==> config.mk <==
export PLATFORM = sky130hd
export DESIGN_NAME = dda_line_rasterizer_flat
export DESIGN_NICKNAME = d
export VERILOG_FILES = /design/src/rtl/core/dda_pkg.sv /design/src/rtl/core/dda_line_if.sv /design/src/rtl/core/dda_pixel_if.sv /design/src/rtl/core/dda_fifo.sv /design/src/rtl/core/dda_front.sv /design/src/rtl/core/dda_back.sv /design/src/rtl/core/dda_line_rasterizer.sv /design/src/flat_wrapper.sv
export VERILOG_INCLUDE_DIRS = /design/src /design/src/rtl/core
export SDC_FILE = /design/constraint.sdc
export NUM_CORES = 1
export LEC_CHECK = 0
export BUFFER_PORTS_ARGS = -buffer_cell sky130_fd_sc_hd__buf_2
export CAP_MARGIN = 20
export CORE_UTILIZATION = 51
export CTS_CLUSTER_DIAMETER = 60
export DETAILED_ROUTE_END_ITERATION = 10
export PLACE_DENSITY = 0.78
export RECOVER_POWER = 25
export SYNTH_ARGS = -nofsm -noshare
export SYNTH_HDL_FRONTEND = slang
export SYNTH_SLANG_ARGS = --single-unit
==> constraint.sdc <==
create_clock -name clk -period 3.7 [get_ports clk]
set_input_delay 0.37 -clock clk [delete_from_list [all_inputs] [get_ports clk]]
set_output_delay 0.37 -clock clk [all_outputs]
set_load 0.005 [all_outputs]
==> src/rtl/core/dda_line_rasterizer_defines.svh <==
// assertion macros shared by the line rasterizer modules
`ifndef DDA_LINE_RASTERIZER_DEFINES_SVH
`define DDA_LINE_RASTERIZER_DEFINES_SVH

// checked on every clock edge outside reset
`define DDA_ASSERT(lbl, prop, msg) \
	lbl: assert property (@(posedge clk) disable iff (!arst_n) (prop)) else $error(msg);

// checked on every clock edge, reset included
`define DDA_ASSERT_ALWAYS(lbl, prop, msg) \
	lbl: assert property (@(posedge clk) (prop)) else $error(msg);

`endif

==> src/rtl/core/dda_pkg.sv <==
// shared constants for the dda line rasterizer
package dda_pkg;

	localparam int unsigned FIELD_W         = 6;
	localparam int unsigned DEF_COORD_BITS  = 6;
	localparam int unsigned DEF_FRAC_BITS   = 16;
	localparam int unsigned QUEUE_DEPTH     = 2;

endpackage

==> src/rtl/core/dda_line_if.sv <==
// line endpoint channel
interface dda_line_if import dda_pkg::*; ();

	logic               valid;
	logic               ready;
	logic [FIELD_W-1:0] x_start;
	logic [FIELD_W-1:0] y_start;
	logic [FIELD_W-1:0] x_stop;
	logic [FIELD_W-1:0] y_stop;

	modport source (output valid, output x_start, output y_start, output x_stop,
		output y_stop, input ready);
	modport sink (input valid, input x_start, input y_start, input x_stop,
		input y_stop, output ready);

endinterface

==> src/rtl/core/dda_pixel_if.sv <==
// pixel result channel
interface dda_pixel_if import dda_pkg::*; ();

	logic               valid;
	logic               ready;
	logic [FIELD_W-1:0] pixel_x;
	logic [FIELD_W-1:0] pixel_y;
	logic               last_pixel;

	modport source (output valid, output pixel_x, output pixel_y, output last_pixel,
		input ready);
	modport sink (input valid, input pixel_x, input pixel_y, input last_pixel,
		output ready);

endinterface

==> src/rtl/core/dda_fifo.sv <==
// small job queue between the front and back ends
`include "dda_line_rasterizer_defines.svh"

module dda_fifo import dda_pkg::*; #(
	parameter int unsigned WIDTH = 32,
	parameter int unsigned DEPTH = QUEUE_DEPTH
) (
	input  logic             clk,
	input  logic             arst_n,
	input  logic             in_valid,
	output logic             in_ready,
	input  logic [WIDTH-1:0] in_data,
	output logic             out_valid,
	input  logic             out_ready,
	output logic [WIDTH-1:0] out_data
);

	localparam int unsigned PTR_W = (DEPTH > 1) ? $clog2(DEPTH) : 1;
	localparam int unsigned CNT_W = $clog2(DEPTH + 1);

	logic [WIDTH-1:0] slot_q [DEPTH];
	logic [PTR_W-1:0] wr_ptr_q;
	logic [PTR_W-1:0] rd_ptr_q;
	logic [CNT_W-1:0] count_q;
	logic             push;
	logic             pop;

	assign in_ready  = (count_q < CNT_W'(DEPTH));
	assign out_valid = (count_q != '0);
	assign out_data  = slot_q[rd_ptr_q];
	assign push      = in_valid && in_ready;
	assign pop       = out_valid && out_ready;

	always_ff @(posedge clk or negedge arst_n) begin
		if (!arst_n) begin
			wr_ptr_q <= '0;
			rd_ptr_q <= '0;
			count_q  <= '0;
		end else begin
			if (push) begin
				wr_ptr_q <= (wr_ptr_q == PTR_W'(DEPTH - 1)) ? '0 : wr_ptr_q + PTR_W'(1);
			end
			if (pop) begin
				rd_ptr_q <= (rd_ptr_q == PTR_W'(DEPTH - 1)) ? '0 : rd_ptr_q + PTR_W'(1);
			end
			if (push && !pop) begin
				count_q <= count_q + CNT_W'(1);
			end else if (pop && !push) begin
				count_q <= count_q - CNT_W'(1);
			end
		end
	end

	always_ff @(posedge clk) begin
		if (push) begin
			slot_q[wr_ptr_q] <= in_data;
		end
	end

	`DDA_ASSERT(a_count_bound, count_q <= CNT_W'(DEPTH), "queue count over depth")
	`DDA_ASSERT(a_count_push, (push && !pop) |=> (count_q == $past(count_q) + CNT_W'(1)), "queue count missed a push")

endmodule

==> src/rtl/core/dda_front.sv <==
// front end: takes a line and works out its step count and directions
module dda_front import dda_pkg::*; #(
	parameter int unsigned COORD_BITS = DEF_COORD_BITS,
	parameter int unsigned JOB_W      = 5 * COORD_BITS + 2
) (
	dda_line_if.sink         line,
	output logic             job_valid,
	input  logic             job_ready,
	output logic [JOB_W-1:0] job_data
);

	localparam int unsigned C = COORD_BITS;

	typedef struct packed {
		logic [C-1:0] x0;
		logic [C-1:0] y0;
		logic [C-1:0] adx;
		logic [C-1:0] ady;
		logic [C-1:0] steps;
		logic         neg_x;
		logic         neg_y;
	} job_t;

	logic [C-1:0] x0;
	logic [C-1:0] y0;
	logic [C-1:0] x1;
	logic [C-1:0] y1;
	job_t         job;

	always_comb begin
		x0        = line.x_start[C-1:0];
		y0        = line.y_start[C-1:0];
		x1        = line.x_stop[C-1:0];
		y1        = line.y_stop[C-1:0];
		job.x0    = x0;
		job.y0    = y0;
		job.neg_x = (x1 < x0);
		job.neg_y = (y1 < y0);
		job.adx   = job.neg_x ? (x0 - x1) : (x1 - x0);
		job.ady   = job.neg_y ? (y0 - y1) : (y1 - y0);
		job.steps = (job.adx > job.ady) ? job.adx : job.ady;
	end

	assign job_valid  = line.valid;
	assign line.ready = job_ready;
	assign job_data   = job;

endmodule

==> src/rtl/core/dda_back.sv <==
// back end: increment division and per-pixel accumulation
`include "dda_line_rasterizer_defines.svh"

module dda_back import dda_pkg::*; #(
	parameter int unsigned COORD_BITS = DEF_COORD_BITS,
	parameter int unsigned FRAC_BITS  = DEF_FRAC_BITS,
	parameter int unsigned JOB_W      = 5 * COORD_BITS + 2
) (
	input  logic             clk,
	input  logic             arst_n,
	input  logic             job_valid,
	output logic             job_ready,
	input  logic [JOB_W-1:0] job_data,
	dda_pixel_if.source      pixel
);

	localparam int unsigned C     = COORD_BITS;
	localparam int unsigned F     = FRAC_BITS;
	localparam int unsigned ACC_W = C + F;
	localparam int unsigned CNT_W = $clog2(F);

	typedef struct packed {
		logic [C-1:0] x0;
		logic [C-1:0] y0;
		logic [C-1:0] adx;
		logic [C-1:0] ady;
		logic [C-1:0] steps;
		logic         neg_x;
		logic         neg_y;
	} job_t;

	typedef enum logic [2:0] {
		S_IDLE = 3'b001,
		S_DIV  = 3'b010,
		S_EMIT = 3'b100
	} back_state_t;

	back_state_t      state_q;
	logic             out_valid_q;
	job_t             job;
	logic             take;
	logic             emit_ld;
	logic             last;
	logic             int_x;
	logic             int_y;

	logic [ACC_W-1:0] acc_x_q;
	logic [ACC_W-1:0] acc_y_q;
	logic [ACC_W-1:0] inc_x_q;
	logic [ACC_W-1:0] inc_y_q;
	logic [C:0]       rem_x_q;
	logic [C:0]       rem_y_q;
	logic [F:0]       quo_x_q;
	logic [F:0]       quo_y_q;
	logic [C-1:0]     steps_q;
	logic [C-1:0]     idx_q;
	logic             neg_x_q;
	logic             neg_y_q;
	logic [CNT_W-1:0] div_cnt_q;
	logic [C-1:0]     x_end_q;
	logic [C-1:0]     y_end_q;
	logic [C-1:0]     px_x_q;
	logic [C-1:0]     px_y_q;
	logic             last_q;

	logic [C:0]       rem_x_sh;
	logic [C:0]       rem_y_sh;
	logic             ge_x;
	logic             ge_y;
	logic [C:0]       rem_x_nx;
	logic [C:0]       rem_y_nx;
	logic [F:0]       quo_x_nx;
	logic [F:0]       quo_y_nx;
	logic [ACC_W-1:0] inc_x_nx;
	logic [ACC_W-1:0] inc_y_nx;
	logic [ACC_W-1:0] rnd_x;
	logic [ACC_W-1:0] rnd_y;
	logic [C-1:0]     pix_x;
	logic [C-1:0]     pix_y;

	assign job       = job_t'(job_data);
	assign job_ready = (state_q == S_IDLE);
	assign take      = job_valid && job_ready;
	assign emit_ld   = (state_q == S_EMIT) && (!out_valid_q || pixel.ready);
	assign last      = (idx_q == steps_q);
	assign int_x     = (job.adx == job.steps);
	assign int_y     = (job.ady == job.steps);

	// one quotient bit per cycle for both increments
	always_comb begin
		rem_x_sh = {rem_x_q[C-1:0], 1'b0};
		rem_y_sh = {rem_y_q[C-1:0], 1'b0};
		ge_x     = (rem_x_sh >= {1'b0, steps_q});
		ge_y     = (rem_y_sh >= {1'b0, steps_q});
		rem_x_nx = ge_x ? (rem_x_sh - {1'b0, steps_q}) : rem_x_sh;
		rem_y_nx = ge_y ? (rem_y_sh - {1'b0, steps_q}) : rem_y_sh;
		quo_x_nx = {quo_x_q[F-1:0], ge_x};
		quo_y_nx = {quo_y_q[F-1:0], ge_y};
		inc_x_nx = neg_x_q ? (ACC_W'(0) - ACC_W'(quo_x_nx)) : ACC_W'(quo_x_nx);
		inc_y_nx = neg_y_q ? (ACC_W'(0) - ACC_W'(quo_y_nx)) : ACC_W'(quo_y_nx);
	end

	// round half up
	always_comb begin
		rnd_x = acc_x_q + (ACC_W'(1) << (F - 1));
		rnd_y = acc_y_q + (ACC_W'(1) << (F - 1));
		pix_x = rnd_x[ACC_W-1:F];
		pix_y = rnd_y[ACC_W-1:F];
	end

	always_ff @(posedge clk or negedge arst_n) begin
		if (!arst_n) begin
			state_q     <= S_IDLE;
			out_valid_q <= 1'b0;
		end else begin
			case (state_q)
				S_IDLE: begin
					if (take) begin
						state_q <= (job.steps == '0) ? S_EMIT : S_DIV;
					end
				end
				S_DIV: begin
					if (div_cnt_q == '0) begin
						state_q <= S_EMIT;
					end
				end
				S_EMIT: begin
					if (emit_ld && last) begin
						state_q <= S_IDLE;
					end
				end
				default: begin
					state_q <= S_IDLE;
				end
			endcase
			if (emit_ld) begin
				out_valid_q <= 1'b1;
			end else if (pixel.ready) begin
				out_valid_q <= 1'b0;
			end
		end
	end

	always_ff @(posedge clk) begin
		if (take) begin
			acc_x_q   <= {job.x0, F'(0)};
			acc_y_q   <= {job.y0, F'(0)};
			steps_q   <= job.steps;
			idx_q     <= '0;
			neg_x_q   <= job.neg_x;
			neg_y_q   <= job.neg_y;
			div_cnt_q <= CNT_W'(F - 1);
			quo_x_q   <= (F + 1)'(int_x);
			quo_y_q   <= (F + 1)'(int_y);
			rem_x_q   <= int_x ? '0 : {1'b0, job.adx};
			rem_y_q   <= int_y ? '0 : {1'b0, job.ady};
			inc_x_q   <= '0;
			inc_y_q   <= '0;
			x_end_q   <= job.neg_x ? (job.x0 - job.adx) : (job.x0 + job.adx);
			y_end_q   <= job.neg_y ? (job.y0 - job.ady) : (job.y0 + job.ady);
		end
		if (state_q == S_DIV) begin
			rem_x_q   <= rem_x_nx;
			rem_y_q   <= rem_y_nx;
			quo_x_q   <= quo_x_nx;
			quo_y_q   <= quo_y_nx;
			div_cnt_q <= div_cnt_q - CNT_W'(1);
			if (div_cnt_q == '0) begin
				inc_x_q <= inc_x_nx;
				inc_y_q <= inc_y_nx;
			end
		end
		if (emit_ld) begin
			px_x_q  <= pix_x;
			px_y_q  <= pix_y;
			last_q  <= last;
			acc_x_q <= acc_x_q + inc_x_q;
			acc_y_q <= acc_y_q + inc_y_q;
			idx_q   <= idx_q + C'(1);
		end
	end

	assign pixel.valid      = out_valid_q;
	assign pixel.pixel_x    = FIELD_W'(px_x_q);
	assign pixel.pixel_y    = FIELD_W'(px_y_q);
	assign pixel.last_pixel = last_q;

	`DDA_ASSERT(a_div_nonzero, (state_q == S_DIV) |-> (steps_q != '0), "division with zero step count")
	`DDA_ASSERT(a_last_at_end, (emit_ld && last) |-> ((pix_x == x_end_q) && (pix_y == y_end_q)), "final pixel off the endpoint")
	`DDA_ASSERT_ALWAYS(a_reset_quiet, !arst_n |=> ((state_q == S_IDLE) && !out_valid_q), "back end active in reset")

endmodule

==> src/rtl/core/dda_line_rasterizer.sv <==
// dda line rasterizer top level
// a line passes the queue and, unless of zero length, the one-bit-per-cycle
// increment divider before its first pixel; the back end takes a new line only once
// the last pixel of the previous one is loaded; one pixel per cycle while emitting
// and pixel.ready is high; the queue takes up to QUEUE_DEPTH further lines
// reset: arst_n clears the queue, the back end state and the output valid at once
module dda_line_rasterizer import dda_pkg::*; #(
	parameter int unsigned COORD_BITS = DEF_COORD_BITS,
	parameter int unsigned FRAC_BITS  = DEF_FRAC_BITS
) (
	input  logic        clk,
	input  logic        arst_n,
	dda_line_if.sink    line,
	dda_pixel_if.source pixel
);

	localparam int unsigned JOB_W = 5 * COORD_BITS + 2;

	logic             fj_valid;
	logic             fj_ready;
	logic [JOB_W-1:0] fj_data;
	logic             bj_valid;
	logic             bj_ready;
	logic [JOB_W-1:0] bj_data;

	dda_front #(
		.COORD_BITS (COORD_BITS),
		.JOB_W      (JOB_W)
	) u_front (
		.line      (line),
		.job_valid (fj_valid),
		.job_ready (fj_ready),
		.job_data  (fj_data)
	);

	dda_fifo #(
		.WIDTH (JOB_W),
		.DEPTH (QUEUE_DEPTH)
	) u_fifo (
		.clk       (clk),
		.arst_n    (arst_n),
		.in_valid  (fj_valid),
		.in_ready  (fj_ready),
		.in_data   (fj_data),
		.out_valid (bj_valid),
		.out_ready (bj_ready),
		.out_data  (bj_data)
	);

	dda_back #(
		.COORD_BITS (COORD_BITS),
		.FRAC_BITS  (FRAC_BITS),
		.JOB_W      (JOB_W)
	) u_back (
		.clk       (clk),
		.arst_n    (arst_n),
		.job_valid (bj_valid),
		.job_ready (bj_ready),
		.job_data  (bj_data),
		.pixel     (pixel)
	);

endmodule

==> src/flat_wrapper.sv <==
// flat-port wrapper written by rule: the top's interface ports become plain ports
module dda_line_rasterizer_flat import dda_pkg::*;
#(
	parameter int unsigned COORD_BITS = DEF_COORD_BITS,
	parameter int unsigned FRAC_BITS  = DEF_FRAC_BITS
)
  (clk, arst_n, line_valid, line_x_start, line_y_start, line_x_stop, line_y_stop, line_ready, pixel_valid, pixel_pixel_x, pixel_pixel_y, pixel_last_pixel, pixel_ready);
  dda_line_if line_i ();
  dda_pixel_if pixel_i ();
  input  logic clk;
  input  logic arst_n;
  input wire logic [$bits(line_i.valid)-1:0] line_valid;
  input wire logic [$bits(line_i.x_start)-1:0] line_x_start;
  input wire logic [$bits(line_i.y_start)-1:0] line_y_start;
  input wire logic [$bits(line_i.x_stop)-1:0] line_x_stop;
  input wire logic [$bits(line_i.y_stop)-1:0] line_y_stop;
  output wire logic [$bits(line_i.ready)-1:0] line_ready;
  output wire logic [$bits(pixel_i.valid)-1:0] pixel_valid;
  output wire logic [$bits(pixel_i.pixel_x)-1:0] pixel_pixel_x;
  output wire logic [$bits(pixel_i.pixel_y)-1:0] pixel_pixel_y;
  output wire logic [$bits(pixel_i.last_pixel)-1:0] pixel_last_pixel;
  input wire logic [$bits(pixel_i.ready)-1:0] pixel_ready;
  assign line_i.valid = line_valid;
  assign line_i.x_start = line_x_start;
  assign line_i.y_start = line_y_start;
  assign line_i.x_stop = line_x_stop;
  assign line_i.y_stop = line_y_stop;
  assign line_ready = line_i.ready;
  assign pixel_valid = pixel_i.valid;
  assign pixel_pixel_x = pixel_i.pixel_x;
  assign pixel_pixel_y = pixel_i.pixel_y;
  assign pixel_last_pixel = pixel_i.last_pixel;
  assign pixel_i.ready = pixel_ready;
  dda_line_rasterizer #(.COORD_BITS(COORD_BITS), .FRAC_BITS(FRAC_BITS)) u_core (.clk(clk), .arst_n(arst_n), .line(line_i), .pixel(pixel_i));
endmodule
==> results of run 1 <==
layout make-up:
cell class / instances / share of cell area (%)
clock buffer: 34 / 4.76
clock inverter: 14 / 0.862
inverter: 70 / 1.79
multi-input combinational: 856 / 42.0
sequential: 235 / 42.8
tap: 330 / 2.68
timing repair buffer: 126 / 5.15
cells in the mapped netlist (13+ instances only):
cell type  instances
edfxtp_1         183
ha_1              91
nand2_1           86
nor2_1            77
inv_1             70
xnor2_1           66
o21ai_0           55
a21oi_1           50
mux2i_1           48
xor2_1            48
dfxtp_1           44
and2_1            35
a21o_1            33
clkbuf_1          23
nand3_1           20
o21ai_1           20
nor3_1            15
o21a_1            13
sequential cells by signal, indices dropped and copies added (netlist names), 2 cells and up:
| signal | cells |
|---|---|
| u_core.u_back.steps_q | 6 |
| u_core.u_back.rem_y_q | 6 |
| u_core.u_back.acc_y_q | 22 |
| u_core.u_back.state_q | 3 |
| u_core.u_back.rem_x_q | 6 |
| u_core.u_back.pixel.pixel_x | 6 |
| u_core.u_back.inc_x_q | 22 |
| u_core.u_back.idx_q | 6 |
| u_core.u_back.inc_y_q | 22 |
| u_core.u_back.pixel.pixel_y | 6 |
| u_core.u_fifo.slot_q | 64 |
| u_core.u_fifo.count_q | 2 |
| u_core.u_back.quo_y_q | 16 |
| u_core.u_back.quo_x_q | 16 |
| u_core.u_back.acc_x_q | 22 |
| u_core.u_back.div_cnt_q | 4 |
power by group:
group          switching (mW)  leakage, nW  internal (mW)
combinational            2.56         3.68           1.82
clock                    1.06        0.425           1.54
sequential              0.629         2.18           3.94
total                    4.25         6.28           7.30
per-stage QoR:
stage / hold WS, ns / power (mW) / worst slack, ns / util [%]
after global placement: 0.236 / 8.71 / -0.441 / 56.9
after floorplan: 0.0744 / 7.67 / -0.252 / -
after CTS: 0.0734 / 11.5 / 0.0253 / 60.4
final: 0.159 / 11.5 / 0.0947 / 60.6
after global routing: 0.144 / 12.2 / -0.0139 / 60.6
after detailed placement: 0.235 / 8.88 / -0.589 / 56.9
cell families after synthesis:
group                      synth area share [%]
muxes                                      4.21
xor gates and xnor gates                   7.52
adders and majority gates                  9.78
and+or+nand+nor                            11.8
DFF                                        49.5
AOI/OAI and AO/OA                          14.0
buffers and inverters                      3.16
per-layer routing:
layer  up-vias  wire length, um  track usage [%]
met5         -                0                0
met3        39             1160             2.69
li1       4609                -                -
met2       203            13500             37.5
met4         0              453             5.10
met1      4531            13000             28.7
path summary, 6_finish.rpt:
kind                                               startpoint                               endpoint
min                                           line_y_start[5]  u_core.u_fifo.slot_q[1][25]$_DFFE_PP_
min reg2reg                  u_core.u_back.inc_y_q[9]$_DFF_P_       u_core.u_back.inc_y_q[9]$_DFF_P_
max reg2reg                u_core.u_back.steps_q[1]$_DFFE_PP_      u_core.u_back.inc_x_q[16]$_DFF_P_
max in group asynchronous                              arst_n   u_core.u_back.state_q[0]$_DFFE_PN1P_
max                                            line_y_stop[0]   u_core.u_fifo.slot_q[1][3]$_DFFE_PP_
min in group asynchronous                              arst_n   u_core.u_fifo.count_q[0]$_DFFE_PN0P_
worst max-delay path: cells and delay by family:
kind / cells / cell delay, ns
mux: 2 / 0.63
simple gates: 2 / 0.47
fa+ha+maj: 3 / 0.74
buf+inv: 3 / 0.23
compound gates: 8 / 1.41
repair_timing:
action / CTS / global route
hold buffers: 1 / 0
pin swaps: 0 / 9
endpoints found under the setup margin: 8 / 10
hold endpoints to repair: 8 / 0
resized for setup: 1 / 17
setup buffers: 0 / 3
cloned: 0 / 0
==> key figures, run 1 <==
Place
  • Post-Place Cells: 1613
  • Routability congestion estimate: 0.897
  • DP HPWL: 20200 um
  • IO Port Bufs: 42
  • Placed cell area: 14500 sq um

STA
  • Slew HR: 14.5%
  • Final hold violation count: 0
  • Post-layout min period: 3.61 ns
  • Least-Margin Pin Slew: 1.28 ns
  • Max Freq: 0.277 GHz
  • Final period utilization: 97.4%
  • Max Transition Viols Final: 0
  • Final setup viols: 0
  • Setup TNS after final layout: 0 ns
  • Final Skew: 0.00957 ns

Routing
  • Initial DRC Count: 572
  • Routed WL: 28100 um
  • Pre-antenna DRT Iters: 5
  • DR WL/cell: 16.9 um
  • Vias: 9382
  • Post-route DRC: 0
  • Routed Antenna Nets: 0
  • Number of vias per cell: 5.63

Worst setup path
  • Worst-path fanout max: 7
  • Worst R2R Setup Slack: 0.40 ns
  • CP startpoint kind: input pin
  • Crit path DAT: 3.88 ns
  • Slowest CP cell: fa_2
  • Slowest Stage Delay on Critical Path: 0.34 ns
  • Worst-path cell chain: buf_4 > inv_12 > ha_4 > inv_2 > fa_2 > a211oi_2 > o21bai_2 > a21oi_4 > mux2i_2 > a41oi_4 > a31oi_4 > o41ai_2 > or2_1 > ha_4 > and3_4 > a221oi_4 > a41oi_4 > mux2_4
  • R2r worst-path depth: 14
  • CP Class: in2reg
  • CP Capture Type: register
  • Worst EP required: 3.97 ns

Synthesis
  • Dominant cell type by area after synthesis: edfxtp_1
  • Ys Warns: 0
  • Area of the mapped netlist: 13300 sq um
  • Fraction of registers with async set/reset: 3.40%
  • Top cells by area, synth: edfxtp_1, ha_1, dfxtp_1
  • EDFF count, synth: 183
  • Synth Register Bits: 235
  • Top_reg_cell synth: edfxtp_1
  • Post-Syn Nets: 1324
  • Share of the synthesized area in the top cell type: 41.4%
  • Yosys cell types: 76
  • Cells after synthesis: 1197
  • Post-Syn Area per Cell: 11.1 sq um
  • Sequential fraction of the synthesis area: 49.5%

Min path
  • Hold Path Stages: 1
  • Worst Hold Class: in2reg

Layout
  • Final nets: 1442
  • Commonest non-fill, non-tap cells in the layout: edfxtp_1, ha_1, nand2_1, nor2_1, buf_4
  • Reg area: 6580 sq um
  • Ant. Diodes: 0
  • Most common cell after layout, fill and taps aside: edfxtp_1
  • Layout Area Growth over Synthesis: 15.8%
  • Fin area: 15400 sq um
  • Fillers: 2051
  • Non-Filler Instances: 1665
  • Area of the multi-input gates: 6460 sq um
  • Layout cell share with drive strength beyond 1: 14.8%

GRT
  • Total gr overflow: 0
  • Initial antenna violation count: 0
  • Vias in the first global route: 9422
  • Global-route wire length before repair: 46500 um
  • GRT Util Overall: 21.6%
  • Largest net degree at the start of global routing: 45

Pwr
  • Lkg Pwr: 6.28 nW
  • Maximum VDD drop: 0.406 mV
  • Power Density: 751 nW/um^2

CTS
  • Clk slew on worst S/H paths: 0.06 ns
  • Root Buffer: clkbuf_16
  • CTS max path bufs: 3
  • Cts bufs inserted: 26
  • Clk_lat worst skew: 0.53 ns
  • CTS tree: built
  • H-Tree Depth: 1
  • CTS sink cnt: 235

Run status
  • Status: finished, final reports clean

Die
  • Die span in y: 163 um
  • I/O pins: 43
  • Core ar.: 25400 sq um
  • Site Rows: 58
  • Die X: 163 um
  • Effective utilization at floorplan: 52.3%
  • Die area: 26700 sq um

Run
  • Maxcap violations: 0
(Power assumes the default switching activity.)
==> run 2, diff against run 1 <==
ABC_AREA = 1   (was default)
BUFFER_PORTS_ARGS = default   (was -buffer_cell sky130_fd_sc_hd__buf_2)
CORE_UTILIZATION = 47   (was 51)
DONT_BUFFER_PORTS = 1   (was default)
PLACE_DENSITY = 0.73   (was 0.78)
==> run 2 against run 1 <==
Effect of this change: synthesized area increased by 6.3%; register-to-register slack got worse by 0.03 ns; fmax is 8.3% higher; final cell count up 25%; clock-buffer cell count grew 11; critical path depth is 12 lower; sequential cell count did not move; hold slack is essentially flat; power increased by 6.0%; critical endpoint is now u_core.u_back.inc_y_q[0]$_DFF_P_; highest routed layer unchanged.
==> key figures, run 2 <==
Die
  • Die area: 30700 sq um (was 26700 sq um)
  • Die X: 175 um (was 163 um)
  • Effective utilization at floorplan: 47.8% (was 52.3%)
  • Site Rows: 63 (was 58)
  • Core ar.: 29600 sq um (was 25400 sq um)
  • Die span in y: 175 um (was 163 um)
  • I/O pins: 43 (unchanged)

Pwr
  • Maximum VDD drop: 0.443 mV (was 0.406 mV)
  • Sequential power share: 37.7% (was 39.6%)
  • Switching portion of total power: 40.9% (was 36.8%)
  • Comb pwr share: 40.3% (was 38.0%)
  • P_int: 7.23 mW (was 7.30 mW)
  • Switching power total: 5.01 mW (was 4.25 mW)
  • Clk pwr share: 22.0% (was 22.5%)
  • Power Density: 790 nW/um^2 (was 751 nW/um^2)
  • Lkg Pwr: 6.96 nW (was 6.28 nW)

CTS
  • Clk slew on worst S/H paths: 0.06 ns (about the same)
  • CTS tree: built (unchanged)
  • H-Tree Depth: 1 (unchanged)
  • CTS Hold Bufs: 14 (was 1)
  • Post-CTS resize count: 0 (was 1)
  • CTS sink cnt: 235 (unchanged)
  • Clk_lat worst skew: 0.55 ns (was 0.53 ns)
  • Post-CTS Setup Inserts: 0 (unchanged)
  • Cts bufs inserted: 29 (was 26)
  • Root Buffer: clkbuf_16 (unchanged)
  • CTS max path bufs: 3 (unchanged)

GRT
  • Initial antenna violation count: 0 (unchanged)
  • Largest net degree at the start of global routing: 52 (was 45)
  • GRT Util Overall: 20.4% (was 21.6%)
  • Global-route wire length before repair: 51200 um (was 46500 um)
  • Vias in the first global route: 10689 (was 9422)
  • Total gr overflow: 0 (unchanged)

STA
  • Final hold violation count: 0 (unchanged)
  • Post-layout min period: 3.33 ns (was 3.61 ns)
  • Final period utilization: 90.0% (was 97.4%)
  • Least-Margin Pin Slew: 1.37 ns (was 1.28 ns)
  • Final setup viols: 0 (unchanged)
  • Max Freq: 0.300 GHz (was 0.277 GHz)
  • Slew HR: 7.88% (was 14.5%)
  • Max Transition Viols Final: 0 (unchanged)
  • Setup TNS after final layout: 0 ns (unchanged)
  • Worst setup margin: 0.371 ns (was 0.0947 ns)
  • RSZ-0062 raised after global routing: no
  • Final Skew: 0.0123 ns (was 0.00957 ns)

Synthesis
  • Top_reg_cell synth: edfxtp_1 (unchanged)
  • Sequential fraction of the synthesis area: 46.6% (was 49.5%)
  • Post-Syn Area per Cell: 8.53 sq um (was 11.1 sq um)
  • Area of the mapped netlist: 14100 sq um (was 13300 sq um)
  • Ys Warns: 0 (unchanged)
  • Most frequent cell after synthesis: nand2_1 (was edfxtp_1)
  • EDFF count, synth: 183 (unchanged)
  • Cells after synthesis: 1656 (was 1197)
  • Top cells by count, synth: nand2_1, inv_1, edfxtp_1, nor2_1, a21oi_1 (was edfxtp_1, ha_1, nand2_1, nor2_1, inv_1)
  • Share of the synthesized area in the top cell type: 38.9% (was 41.4%)
  • Dominant cell type by area after synthesis: edfxtp_1 (unchanged)
  • Post-Syn Nets: 1783 (was 1324)
  • Yosys cell types: 47 (was 76)
  • Fraction of registers with async set/reset: 3.40% (unchanged)
  • Synth Register Bits: 235 (unchanged)
  • Top cells by area, synth: edfxtp_1, nand2_1, ha_1 (was edfxtp_1, ha_1, dfxtp_1)

Min path
  • Hold path startpoint: line_valid (was line_y_start[5])
  • Worst Hold Class: in2reg (unchanged)
  • Hold EP: u_core.u_fifo.wr_ptr_q$_DFFE_PN0P_ (was u_core.u_fifo.slot_q[1][25]$_DFFE_PP_)
  • Hold Path Stages: 2 (was 1)

Worst setup path
  • Worst R2R Setup Slack: 0.37 ns (was 0.40 ns)
  • RR Startpoint: u_core.u_back.state_q[2]$_DFFE_PN0P_ (was u_core.u_back.steps_q[1]$_DFFE_PP_)
  • CP Class: reg2reg (was in2reg)
  • CP startpoint kind: register (was input pin)
  • Worst EP required: 4.11 ns (was 3.97 ns)
  • Slowest CP cell: nor3_1 (was fa_2)
  • Worst-path fanout max: 40 (was 7)
  • CP Capture Type: register (unchanged)
  • R2r worst-path depth: 6 (was 14)
  • Crit path DAT: 3.73 ns (was 3.88 ns)
  • Cell mode on critical path: inv_2
  • Crit Reg-Reg Endpoint: u_core.u_back.inc_y_q[0]$_DFF_P_ (was u_core.u_back.inc_x_q[16]$_DFF_P_)
  • Slowest Stage Delay on Critical Path: 1.08 ns (was 0.34 ns)
  • Worst-path cell chain: nor3_1 > inv_2 > nor2_2 > inv_2 > nand3_1 > o21ai_1 (was buf_4 > inv_12 > ha_4 > inv_2 > fa_2 > a211oi_2 > o21bai_2 > a21oi_4 > mux2i_2 > a41oi_4 > a31oi_4 > o41ai_2 > or2_1 > ha_4 > and3_4 > a221oi_4 > a41oi_4 > mux2_4)

Routing
  • Routed WL: 30900 um (was 28100 um)
  • Routed Antenna Nets: 0 (unchanged)
  • Vias: 11086 (was 9382)
  • Pre-antenna DRT Iters: 5 (unchanged)
  • Post-route DRC: 0 (unchanged)
  • DR WL/cell: 14.8 um (was 16.9 um)
  • Initial DRC Count: 757 (was 572)
  • Number of vias per cell: 5.31 (was 5.63)

Place
  • IO Port Bufs: 0 (was 42)
  • DP HPWL: 23100 um (was 20200 um)
  • Routability congestion estimate: 0.927 (was 0.897)
  • Setup slack at placement: 0.354 ns (was -0.589 ns)

Layout
  • Most common cell after layout, fill and taps aside: nand2_1 (was edfxtp_1)
  • Commonest non-fill, non-tap cells in the layout: nand2_1, inv_1, edfxtp_1, nor2_1, a21oi_1 (was edfxtp_1, ha_1, nand2_1, nor2_1, buf_4)
  • Final nets: 1801 (was 1442)
  • Layout Area Growth over Synthesis: 9.81% (was 15.8%)
  • Largest register FFs: 64 (unchanged)
  • Ant. Diodes: 0 (unchanged)
  • Final core occ: 52.5% (was 60.6%)
  • Largest Register: u_core.u_fifo.slot_q (unchanged)
  • Layout cell share with drive strength beyond 1: 5.42% (was 14.8%)

Run status
  • Status: finished, final reports clean (unchanged)

Run
  • Maxcap violations: 0 (unchanged)
run 2: cells by family (layout without fill, tap and decap cells):
| group | count (synthesis) | in the layout | synth area share [%] |
|---|---|---|---|
| compound gates | 296 | 296 | 11.7 |
| xor+xnor | 65 | 65 | 4.03 |
| fa+ha+maj | 99 | 99 | 9.20 |
| buf+inv | 236 | 277 | 6.73 |
| flops | 235 | 235 | 46.6 |
| mux | 1 | 1 | 0.0709 |
| simple gates | 724 | 724 | 21.7 |
run 2: layer usage:
layer | track usage (%) | up-vias | wire length (um)
li1 | - | 5624 | -
met1 | 26.7 | 5141 | 13900
met2 | 35.4 | 277 | 14900
met3 | 2.40 | 44 | 1500
met4 | 5.87 | 0 | 627
met5 | 0 | - | 0
run 2: critical path, delay by kind of cell, from the launching register on:
kind	cells	cell delay (ns)
DFF	1	0.39
AOI/OAI and AO/OA	1	0.08
buffers and inverters	2	0.64
and+or+nand+nor	3	2.04
run 2: how the worst max path moves through the flow:
| stage | start | end | slack, ns |
|---|---|---|---|
| 2_1_floorplan | u_core.u_back.state_q[0]$_DFFE_PN1P_ | u_core.u_back.acc_x_q[0]$_SDFFCE_PN0P_ | 0.66 |
| 3_3_place_gp | line_x_stop[0] | u_core.u_fifo.slot_q[0][7]$_DFFE_PP_ | 0.44 |
| 3_5_place_dp | line_x_stop[0] | u_core.u_fifo.slot_q[1][7]$_DFFE_PP_ | 0.35 |
| 4_1_cts | u_core.u_back.steps_q[1]$_DFFE_PP_ | u_core.u_back.inc_y_q[14]$_DFF_P_ | 0.63 |
| 5_1_grt | u_core.u_back.state_q[2]$_DFFE_PN0P_ | u_core.u_back.inc_y_q[2]$_DFF_P_ | 0.18 |
| 6_report | u_core.u_back.state_q[2]$_DFFE_PN0P_ | u_core.u_back.inc_y_q[0]$_DFF_P_ | 0.37 |
run 2: power by group through the flow:
stage | clock network [mW] | registers (mW) | logic [mW]
finish | 2.70 | 4.61 | 4.94
global route | 2.87 | 4.71 | 5.62
CTS | 2.75 | 4.62 | 5.00
detailed placement | 0 | 4.67 | 4.96
global placement | 0 | 4.63 | 4.81
floorplan | 0 | 4.52 | 3.89
run 2: cell type report:
class                      count  area [sq um]
tap                          390           488
clock inverter                 9          70.1
inverter                     197           739
multi-input combinational   1185          6550
sequential                   235          6580
timing repair buffer          26           226
fill                        2726         14100
clock buffer                  45           857
run 2: through the flow:
step / hold slack [ns] / power [mW] / area [sq um] / cells
after floorplan: 0.0744 / 8.41 / 14100 / 1656
after global placement: 0.0746 / 9.45 / 14500 / 2019
after detailed placement: 0.0746 / 9.63 / 14500 / 2019
after CTS: 0.142 / 12.4 / 15600 / 2087
after global routing: 0.146 / 13.2 / 15500 / 2087
final: 0.159 / 12.2 / 15500 / 2087
==> run 3, diff against run 2 <==
ABC_AREA = default   (was 1)
==> run 3 against run 2 <==
Effect of this change: the flow now finishes with violations (capacitance limit, slew limit); clock power up 14%; sequential share of layout area is 0.56 points higher; cell area fell by 1.3%; sequential cell count stayed put; setup slack got worse by 0.13 ns; combinational power down 13%; via count decreased by 18%; first-iteration DRC count is 15% lower; critical path type is now in2reg; power down 2.5%; critical endpoint is now u_core.u_fifo.slot_q[1][6]$_DFFE_PP_.
==> key figures, run 3 (same netlist as run 1, synthesis figures left out) <==
Run status
  • Status: finished with violations (was finished, final reports clean)
  • Violated checks: capacitance limit, slew limit

GRT
  • Vias in the first global route: 9070 (was 10689)
  • Total gr overflow: 0 (unchanged)
  • Largest net degree at the start of global routing: 49 (was 52)
  • GRT Util Overall: 19.7% (was 20.4%)
  • Global-route wire length before repair: 45700 um (was 51200 um)
  • Initial antenna violation count: 2 (was 0)

STA
  • Max Transition Viols Final: 33 (was 0)
  • Final hold violation count: 0 (unchanged)
  • Worst setup margin: 0.240 ns (was 0.371 ns)
  • Least-Margin Pin Slew: 1.87 ns (was 1.37 ns)
  • Post-layout min period: 3.46 ns (was 3.33 ns)
  • Final setup viols: 0 (unchanged)
  • Slew HR: -24.8% (was 7.88%)
  • Final period utilization: 93.5% (was 90.0%)
  • RSZ-0062 raised after global routing: no (unchanged)
  • Final Skew: 0.0144 ns (was 0.0123 ns)
  • Max Freq: 0.289 GHz (was 0.300 GHz)

Run
  • Maxcap violations: 1 (was 0)

Routing
  • Number of vias per cell: 5.47 (was 5.31)
  • Vias: 9067 (was 11086)
  • Routed WL: 27700 um (was 30900 um)
  • DR WL/cell: 16.7 um (was 14.8 um)
  • Routed Antenna Nets: 0 (unchanged)
  • Post-route DRC: 0 (unchanged)
  • Pre-antenna DRT Iters: 5 (unchanged)
  • Initial DRC Count: 646 (was 757)

CTS
  • CTS sink cnt: 235 (unchanged)
  • Cts bufs inserted: 29 (unchanged)
  • Clk slew on worst S/H paths: 0.06 ns (about the same)
  • Root Buffer: clkbuf_16 (unchanged)
  • CTS tree: built (unchanged)
  • H-Tree Depth: 1 (unchanged)
  • CTS max path bufs: 3 (unchanged)
  • Clk_lat worst skew: 0.54 ns (was 0.55 ns)

Worst setup path
  • Worst-path fanout max: 7 (was 40)
  • CP Class: in2reg (was reg2reg)
  • Worst R2R Setup Slack: 0.55 ns (was 0.37 ns)
  • Worst-path cell chain: inv_12 > ha_4 > inv_2 > fa_2 > a211oi_4 > o21bai_2 > a21oi_4 > mux2i_1 > a41oi_2 > a31oi_2 > o31ai_2 > or2_1 > ha_4 > and3_4 > a221oi_2 > a41oi_4 > mux2_4 (was nor3_1 > inv_2 > nor2_2 > inv_2 > nand3_1 > o21ai_1)
  • CP Capture Type: register (unchanged)
  • Worst EP required: 3.99 ns (was 4.11 ns)
  • Crit path max-delay family: compound AO/OA/AOI/OAI gates (was simple AND/OR/NAND/NOR gates)
  • RR Startpoint: u_core.u_fifo.rd_ptr_q$_DFFE_PN0P_ (was u_core.u_back.state_q[2]$_DFFE_PN0P_)
  • Slowest Stage Delay on Critical Path: 0.41 ns (was 1.08 ns)
  • CP startpoint kind: input pin (was register)
  • Slowest CP cell: fa_2 (was nor3_1)
  • Crit path DAT: 3.75 ns (was 3.73 ns)
  • Cell mode on critical path: ha_4 (was inv_2)
  • Crit path buf inv count: 2 (unchanged)
  • Crit. Startpoint: line_y_stop[0] (was u_core.u_back.state_q[2]$_DFFE_PN0P_)

Die
  • I/O pins: 43 (unchanged)
  • Die span in y: 170 um (was 175 um)
  • Effective utilization at floorplan: 47.8% (about the same)
  • Core ar.: 27800 sq um (was 29600 sq um)
  • Die X: 170 um (was 175 um)
  • Site Rows: 61 (was 63)
  • Die area: 28900 sq um (was 30700 sq um)

Layout
  • Largest register FFs: 64 (unchanged)
  • Fillers: 2376 (was 2726)
  • Layout cell share with drive strength beyond 1: 12.0% (was 5.42%)
  • Most common cell after layout, fill and taps aside: edfxtp_1 (was nand2_1)
  • Commonest non-fill, non-tap cells in the layout: edfxtp_1, ha_1, nand2_1, nor2_1, inv_1 (was nand2_1, inv_1, edfxtp_1, nor2_1, a21oi_1)
  • Final nets: 1383 (was 1801)
  • Largest Register: u_core.u_fifo.slot_q (unchanged)
  • Layout Area Growth over Synthesis: 15.2% (was 9.81%)
  • Final core occ: 55.1% (was 52.5%)

Pwr
  • Lkg Pwr: 6.18 nW (was 6.96 nW)
  • Power Density: 780 nW/um^2 (was 790 nW/um^2)
  • Maximum VDD drop: 0.375 mV (was 0.443 mV)

Place
  • Setup slack at placement: -0.384 ns (was 0.354 ns)
  • DP HPWL: 19700 um (was 23100 um)
  • IO Port Bufs: 0 (unchanged)
  • Routability congestion estimate: 0.844 (was 0.927)

Min path
  • Worst Hold Class: in2reg (unchanged)
  • Hold path startpoint: pixel_ready (was line_valid)
-- run 3: stage by stage --
| step | TNS, ns | power [mW] | cell area (sq um) | hold WS, ns | std cells |
|---|---|---|---|---|---|
| CTS | 0 | 12.0 | 15300 | 0.128 | 1657 |
| global placement | -2.66 | 8.69 | 14100 | 0.0752 | 1590 |
| global route | 0 | 12.7 | 15300 | 0.157 | 1658 |
| floorplan | -1.98 | 7.67 | 13400 | 0.0744 | 1197 |
| detailed placement | -4.13 | 8.83 | 14100 | 0.0753 | 1590 |
| finish | 0 | 11.9 | 15300 | 0.138 | 1659 |
-- run 3: power breakdown --
part	switching (mW)	internal, mW
registers	0.628	3.94
logic	2.51	1.79
clock network	1.17	1.90
-- run 3: layer usage --
| layer | vias to the layer above | global-route usage (%) | part of all wire (%) |
|---|---|---|---|
| met5 | - | 0 | 0.036 |
| met4 | 2 | 5.44 | 2.5 |
| met3 | 44 | 3.05 | 4.8 |
| met2 | 186 | 32.1 | 46 |
| met1 | 4351 | 27.1 | 47 |
| li1 | 4484 | - | - |
-- run 3: layout make-up --
class	count	area (sq um)	share of cell area (%)
clock buffer	31	743	4.86
clock inverter	23	307	2.00
inverter	70	275	1.80
timing repair buffer	64	505	3.30
antenna	2	5.00	0.0327
sequential	235	6580	43.0
multi-input combinational	856	6420	41.9
tap	378	473	3.09
-- run 3: timing repair --
action | in CTS | in global routing
endpoints found under the hold margin | 32 | 0
hold buffers | 13 | 0
setup buffers | 0 | 0
gates resized for setup | 0 | 7
setup endpoints to repair | 0 | 10
-- run 3: worst paths after layout --
path                                                          to  depth (start not counted)
max                         u_core.u_fifo.slot_q[1][6]$_DFFE_PP_                         17
min                        u_core.u_back.pixel.valid$_DFFE_PN0P_                          2
max reg2reg                   u_core.u_back.rem_y_q[5]$_DFFE_PP_                          5
min reg2reg                     u_core.u_back.inc_y_q[0]$_DFF_P_                          2
max in group asynchronous   u_core.u_back.state_q[0]$_DFFE_PN1P_                          1
min in group asynchronous     u_core.u_fifo.rd_ptr_q$_DFFE_PN0P_                          1
